--- src/rtl/crtr_pkg.sv ---
// Shared types, constants and codes of the caption triplet repacer.
`timescale 1ns / 1ps

package crtr_pkg;

   // Field widths fixed by the triplet and register formats
   localparam int TRIP_W    = 24;
   localparam int BYTE_W    = 8;
   localparam int OP_W      = 2;
   localparam int CC_W      = 6;
   localparam int CC608_W   = 3;
   localparam int SRC_W     = 2;
   localparam int CSR_IDX_W = 1;
   localparam int CSR_DAT_W = 6;

   // Default caption queue depth
   localparam int QUEUE_DEPTH_DEF = 128;

   // Frame size limit and padding triplet
   localparam logic [CC_W-1:0]   MAX_FRAME_TRIPLETS = 6'd40;
   localparam logic [BYTE_W-1:0] PAD_HEADER         = 8'hFA;

   // Job queue between the front and back parts
   localparam int JOB_DEPTH = 4;
   localparam int JOB_PTR_W = $clog2(JOB_DEPTH);
   localparam int JOB_CNT_W = $clog2(JOB_DEPTH + 1);

   // Request operation codes
   typedef enum logic [OP_W-1:0] {
      OP_TRIPLET = 2'd0,
      OP_EMIT    = 2'd1,
      OP_EMPTY   = 2'd2,
      OP_NONE    = 2'd3
   } op_type;

   // Work handed from front to back
   typedef enum logic [1:0] {
      JOB_PUSH608 = 2'd0,
      JOB_PUSH708 = 2'd1,
      JOB_SEEN    = 2'd2,
      JOB_EMIT    = 2'd3
   } job_kind_type;

   typedef struct packed {
      job_kind_type        kind;
      logic [TRIP_W-1:0]   trip;
   } job_type;

   // Source code of an emitted triplet
   typedef enum logic [SRC_W-1:0] {
      SRC_608 = 2'd0,
      SRC_708 = 2'd1,
      SRC_PAD = 2'd2
   } src_type;

   // Configuration register indexes
   typedef enum logic [CSR_IDX_W-1:0] {
      CSR_CC_PER_FRAME = 1'b0,
      CSR_CC608        = 1'b1
   } csr_index_type;

   // Back-end sequencer states
   typedef enum logic {
      ST_IDLE = 1'b0,
      ST_EMIT = 1'b1
   } state_type;

endpackage

--- src/rtl/crtr_front.sv ---
// Front part: accept requests, classify them and queue jobs for the back part.
`timescale 1ns / 1ps

module crtr_front
   import crtr_pkg::*;
(
   input  logic                clock,
   input  logic                reset,
   input  logic                start,
   output logic                busy,
   input  logic [OP_W-1:0]     req_operation,
   input  logic [BYTE_W-1:0]   req_cc_header,
   input  logic [BYTE_W-1:0]   req_cc_data_one,
   input  logic [BYTE_W-1:0]   req_cc_data_two,
   input  logic [CC_W-1:0]     cc_per_frame,
   output logic                job_valid,
   output job_type             job,
   input  logic                job_pop
);

   job_type                fifo_ff [JOB_DEPTH];
   logic [JOB_PTR_W-1:0]   wr_ptr_ff, wr_ptr_in;
   logic [JOB_PTR_W-1:0]   rd_ptr_ff, rd_ptr_in;
   logic [JOB_CNT_W-1:0]   count_ff, count_in;
   logic                   enq;
   job_kind_type           enq_kind;
   logic                   enabled;
   logic                   do_pop;

   assign enabled = (cc_per_frame != '0);
   assign busy    = (count_ff == JOB_CNT_W'(JOB_DEPTH));

   // Classify the request into a job, or drop it
   always_comb begin
      enq      = 1'b0;
      enq_kind = JOB_SEEN;
      if (start && !busy && enabled) begin
         unique case (op_type'(req_operation))
            OP_TRIPLET: begin
               enq = 1'b1;
               if (!req_cc_header[1]) begin
                  enq_kind = JOB_PUSH608;
               end else if (req_cc_header[2]) begin
                  enq_kind = JOB_PUSH708;
               end else begin
                  enq_kind = JOB_SEEN;
               end
            end
            OP_EMPTY: begin
               enq      = 1'b1;
               enq_kind = JOB_SEEN;
            end
            OP_EMIT: begin
               enq      = 1'b1;
               enq_kind = JOB_EMIT;
            end
            OP_NONE: begin
               enq = 1'b0;
            end
            default: begin
               enq = 1'b0;
            end
         endcase
      end
   end

   assign do_pop    = job_pop && job_valid;
   assign job_valid = (count_ff != '0);
   assign job       = fifo_ff[rd_ptr_ff];

   // Advance pointers and fill count
   always_comb begin
      wr_ptr_in = enq ? wr_ptr_ff + 1'b1 : wr_ptr_ff;
      rd_ptr_in = do_pop ? rd_ptr_ff + 1'b1 : rd_ptr_ff;
      count_in  = count_ff;
      if (enq && !do_pop) begin
         count_in = count_ff + 1'b1;
      end else if (!enq && do_pop) begin
         count_in = count_ff - 1'b1;
      end
   end

   always_ff @(posedge clock) begin
      if (reset) begin
         wr_ptr_ff <= '0;
         rd_ptr_ff <= '0;
         count_ff  <= '0;
      end else begin
         wr_ptr_ff <= wr_ptr_in;
         rd_ptr_ff <= rd_ptr_in;
         count_ff  <= count_in;
      end
   end

   // Store the job payload
   always_ff @(posedge clock) begin
      if (enq) begin
         fifo_ff[wr_ptr_ff] <= '{kind: enq_kind,
                                 trip: {req_cc_header, req_cc_data_one, req_cc_data_two}};
      end
   end

endmodule

--- config.mk ---
export PLATFORM = sky130hd
export DESIGN_NAME = crtr_front
export DESIGN_NICKNAME = d
export VERILOG_FILES = /design/src/rtl/crtr_pkg.sv /design/src/rtl/crtr_front.sv
export SDC_FILE = /design/constraint.sdc
export NUM_CORES = 1
export LEC_CHECK = 0
export BUFFER_PORTS_ARGS = -buffer_cell sky130_fd_sc_hd__buf_2
export CORE_ASPECT_RATIO = 0.6
export CORE_MARGIN = 4
export CORE_UTILIZATION = 50
export DETAILED_ROUTE_END_ITERATION = 7
export PLACE_DENSITY = 0.71
export SYNTH_ARGS = -nofsm -noshare
export SYNTH_HDL_FRONTEND = slang
export SYNTH_SLANG_ARGS = --single-unit
--- constraint.sdc ---
create_clock -name clock -period 4.6 [get_ports clock]
set_clock_uncertainty 0.05 [all_clocks]
set_input_delay 0.92 -clock clock [delete_from_list [all_inputs] [get_ports clock]]
set_output_delay 0.92 -clock clock [all_outputs]
set_load 0.02 [all_outputs]
# Yosys cells after proc, flatten, opt, wreduce, memory -nomap -nowiden
# Memory sizes are Yosys's and may differ from the RTL's. A register that Yosys moved wholly into a read port is not among the register bits.
# Cells that the tools add are included.
[word_totals]
ff_bits = 7
mem_bits_rw = 104
input_bits = 36
out_inout_bits = 28
word_cells = 37
mem_count = 1
[op_classes]
add_sub_neg = 4
n_eq_ne = 4
muxes = 12
n_reduce_logical = 13
[mem_list]
columns = ["name", "words", "word_bits", "read_ports", "rd_ports_with_merged_regs", "wr", "line_no", "rtl"]
rows = [
  ["fifo_ff", 4, 26, 1, 1, 1, "crtr_front.sv:21", "job_type fifo_ff [JOB_DEPTH];"],
]
[ops]
columns = ["operator", "count"]
rows = [
  ["two-way mux 2 bit", 5],
  ["two-way mux 3 bit", 2],
  ["nonzero test 6 bit", 1],
  ["logical AND 1 bit", 5],
  ["adder 2 x 1 -> 2 bit, second input constant", 2],
  ["equality test 2 bit, second input constant", 2],
  ["case mux 2 bit (2 select lines)", 1],
  ["adder 3 x 1 -> 3 bit, second input constant", 1],
  ["equality test 3 bit, second input constant", 1],
  ["logical NOT 1 bit", 3],
  ["two-way mux 1 bit", 3],
  ["nonzero test 3 bit", 1],
  ["OR reduction 3 bit", 1],
  ["subtractor 3 x 1 -> 3 bit, second input constant", 1],
  ["equality test 2 x 1 -> 1 bit, second input constant", 1],
  ["logical NOT 2 bit", 1],
  ["case mux 1 bit (2 select lines)", 1],
  ["nonzero test 2 bit", 1],
]

# Depth between registers and ports, before layout
[logic_depth]
ltp_word = 9
depth_mapped = 9
ltp_nobuf = 9

# Worst setup path after synthesis
# No wires, ideal clock.
[synth_path]
path_type = "input -> register"
from = "input port cc_per_frame[0]"
to = "register count_ff[2]"
setup_ns = 0.070
t_arrival_ns = 2.765
t_required_ns = 4.480
slack_ns = 1.715
cell_stages = 9
path_buffers = 0
path_cell_list = "nor4_1 > a211o_2 > a21oi_4 > ha_1 > inv_1 > fa_1 > xor2_1 > or3_2 > a21oi_1"
[synth_between]
elab_chain_len = 6
word_cells_on_any_way = 8
classes_between = "2 x mux; 6 x reduce/logical"
[synth_lines]
columns = ["element", "line_no", "rtl"]
rows = [
  ["start, declared", "crtr_front.sv:15", "input logic [CC_W-1:0] cc_per_frame,"],
  ["nonzero test 6 bit (*)", "crtr_front.sv:30", "assign enabled = (cc_per_frame != '0);"],
  ["logical AND 1 bit (*)", "crtr_front.sv:37", "if (start && !busy && enabled) begin"],
  ["two-way mux 1 bit (*)", "crtr_front.sv:37", ""],
  ["via enq", "crtr_front.sv:25", "logic enq;"],
  ["logical NOT 1 bit", "crtr_front.sv:78", "end else if (!enq && do_pop) begin"],
  ["logical AND 1 bit", "crtr_front.sv:78", ""],
  ["nonzero test 2 bit (no source line)", "--", ""],
  ["end signal, assigned", "crtr_front.sv:91", "count_ff <= count_in;"],
  ["end, declared", "crtr_front.sv:24", "logic [JOB_CNT_W-1:0] count_ff, count_in;"],
]
# Mark *: on every way through the listed nets, which the timed path passes. The rest lies on a longest branch.
# A chain may end at the register's enable or synchronous reset.

==> key figures <==
Critical path
  • Slowest stage delay, CP: 960 ps
  • WP data arrival: 2210 ps
  • Sum of buffers and inverters on the critical path: 1
  • R2R Setup Slk: 2060 ps
  • FF-to-FF path depth: 9
  • Startpoint type of the worst setup path: flip-flop
  • CP required: 3630 ps
  • CP Cell Sequence: mux4_2 -> buf_2
  • Largest fanout on the critical path: 26
  • Slowest cell on crit path: dfxtp_2
  • CP top delay family: flip-flops
  • Reg-to-Reg End: count_ff[2]
  • Setup CP Type: reg2out
  • FF-to-FF Start: count_ff[0]
  • Crit end category: output pin

Power and ir drop
  • Pwr per Cell Area: 607 nW/µm²
  • Worst vdd ir: 0.000427 V
  • Pwr Total: 3.21 mW
  • Leakage: 1.87 nW

Synthesis
  • YS warnings: 0
  • Seq cells post-synth: 113
  • Post-synthesis compound-gate area fraction: 0.00971
  • Synthesized cell area: 4250 µm²
  • Top cell type's share of synthesized area: 0.734
  • Post-synth top cells: edfxtp_1, mux4_2, dfxtp_1
  • Most common cell in the netlist: edfxtp_1
  • Simple-Gate Fraction of Synth Area: 0.0291
  • Mux contribution to synthesized area: 0.145
  • Syn_nets: 233
  • Post-synth top flop: edfxtp_1
  • Leading area contributor after synthesis: edfxtp_1
  • Netlist cell types: 29
  • Async set-or-reset flop fraction in the synthesized netlist: 0
  • Synth top area cells: edfxtp_1, mux4_2, dfxtp_1
  • Post-synthesis xor/xnor area fraction: 0.00824
  • Post-synth EDFFs: 104
  • Largest family of logic cells by synthesized area: multiplexers
  • Synth Area per Inst: 22.3 µm²
  • Syn Inst Count: 191
  • Area share of fa/ha/maj cells after synthesis: 0.0194
  • Seq/Total Area, Yosys: 0.776

Route
  • Routed vias: 2117
  • 1st-iter DRT viols: 110
  • Wire per inst: 19.4 µm
  • Pre-Repair DR Iteration Count: 4
  • Antenna-violating nets left: 0
  • Remaining DRCs: 0
  • Vias/cell: 5.40
  • Routed WL: 7.62 mm

Place
  • Port bufs: 63
  • Post-DP HPWL: 4.76 mm
  • Gp weighted congestion: 0.726

Die
  • # IOs: 64
  • Initial core utilization: 0.527
  • Row cnt: 25
  • DIE WIDTH: 127 µm
  • Die height: 79.5 µm
  • DIE AREA: 10100 µm²
  • Core area: 8070 µm²

Clocking
  • CTS sink cnt: 113
  • Root Driver: clkbuf_16
  • CTS Buffer Depth: 2
  • Gates resized, CTS repair: 0
  • Reg clk slew, reported paths: 50 ps
  • CTS tree: yes
  • CTS Hold Buffers Added: 0
  • Postcts setup bufs: 0
  • Clk Latency, worst-skew pair: 400 ps
  • H-tree depth: 4
  • TritonCTS Buffers: 17

Global route
  • Global route overflow: 0
  • Largest net degree at the start of global routing: 27
  • First-pass GRT wire length: 12.1 mm
  • Total Routing Usage GR: 0.168
  • Initial antenna violation count: 0
  • Vias in the first global route: 2307

Final layout
  • Multi-input gate area: 900 µm²
  • # nets final: 313
  • Filler instances: 552
  • Area Overhead vs Synth: 24.1%
  • Register area: 3300 µm²
  • Diodes inserted: 0
  • Share of cells above drive strength 1: 0.454

Timing
  • Fmax: 315 MHz
  • Max-slew headroom: 0.361
  • RSZ-0062 raised after global routing: no
  • Setup violators final: 0
  • Shortest period the worst path allows: 3180 ps
  • Slew Viols, Final: 0
  • Final Hold Viols: 0
  • Final worst-path cycle share: 0.691
  • Setup TNS: 0 ps
  • Worst-margin pin slew: 958 ps

Hold path
  • Hold EP: count_ff[2]
  • Hold Path Cell Cnt: 2
  • Hold WC Path Type: reg2reg
  • Worst Hold Launch: count_ff[2]

Flow run
  • Max cap viols: 0

Status
  • Status: complete, no violations
layout by cell type (no fill, tap or decap), types with 2 or more instances in the layout:
master     netlist  layout
bufinv_16        0       3
dfxtp_1          9       8
ha_1             5       5
edfxtp_1       104     104
nor2_1           8       8
buf_2            1      63
nand2b_1         2       2
mux4_2          26      26
and2_1           4       4
mux2i_1          2       2
clkinv_1         0       3
xor2_1           4       4
or3_2            2       2
buf_4            2       5
a21oi_1          2       2
clkinv_2         0       8
clkbuf_16        0      17
inv_1            4       4
logic make-up after synthesis:
logic type | after synthesis
flops | 113
mux | 29
simple gates | 23
buf+inv | 11
fa+ha+maj | 6
compound gates | 5
xor+xnor | 4
how the worst max path moves through the flow:
stage	startpoint	endpoint	depth (start not counted)
after floorplan	cc_per_frame[0]	count_ff[2]	9
after global placement	cc_per_frame[1]	count_ff[2]	10
after detailed placement	cc_per_frame[1]	count_ff[2]	10
after CTS	flip-flop	job[5]	2
after global routing	flip-flop	job[5]	2
final	flip-flop	job[5]	2
per-stage QoR:
step	instance area, µm²	hold slack, ps	instances	worst slack (ps)	util
2_1_floorplan	4250	411	191	1720	-
3_3_place_gp	4710	434	360	1550	0.583
3_5_place_dp	4710	452	360	1470	0.583
4_1_cts	5280	459	392	1320	0.654
5_1_grt	5280	494	392	1230	0.654
6_report	5280	451	392	1420	0.654
layer usage:
| metal | up-vias | GRT usage | wire [µm] |
|---|---|---|---|
| met3 | 8 | 0.0582 | 464 |
| li1 | 941 | - | - |
| met1 | 1101 | 0.216 | 3450 |
| met2 | 67 | 0.253 | 3590 |
| met4 | 0 | 0.0964 | 109 |
| met5 | - | 0 | 0 |
power breakdown:
group          internal (mW)  switching (mW)  total (mW)
Sequential              1.22          0.0886        1.31
Clock                  0.834           0.420        1.25
Combinational          0.294           0.347       0.642
Total                   2.35           0.856        3.21
worst register-to-register path: cells and delay by family, from the launching register on:
family / cells / cell delay (ps)
AOI/OAI and AO/OA: 3 / 730
xor gates and xnor gates: 1 / 150
adders and majority gates: 2 / 590
buffers and inverters: 1 / 60
DFF: 1 / 400
and+or+nand+nor: 2 / 500
area by class of cell:
| type | count | share of cell area |
|---|---|---|
| well taps | 108 | 0.0256 |
| inverters | 4 | 0.00284 |
| repair buffers | 68 | 0.0668 |
| flip-flops and latches | 113 | 0.626 |
| clock buffers | 17 | 0.0805 |
| multi-input cells | 67 | 0.170 |
| clock inverters | 15 | 0.0282 |
state kept, by name, indices dropped and copies added, names as in the netlist, named ones only:
signal / count
wr_ptr_ff: 2
fifo_ff: 104
rd_ptr_ff: 2
count_ff: 3
Power figures use the tool's default switching activity.
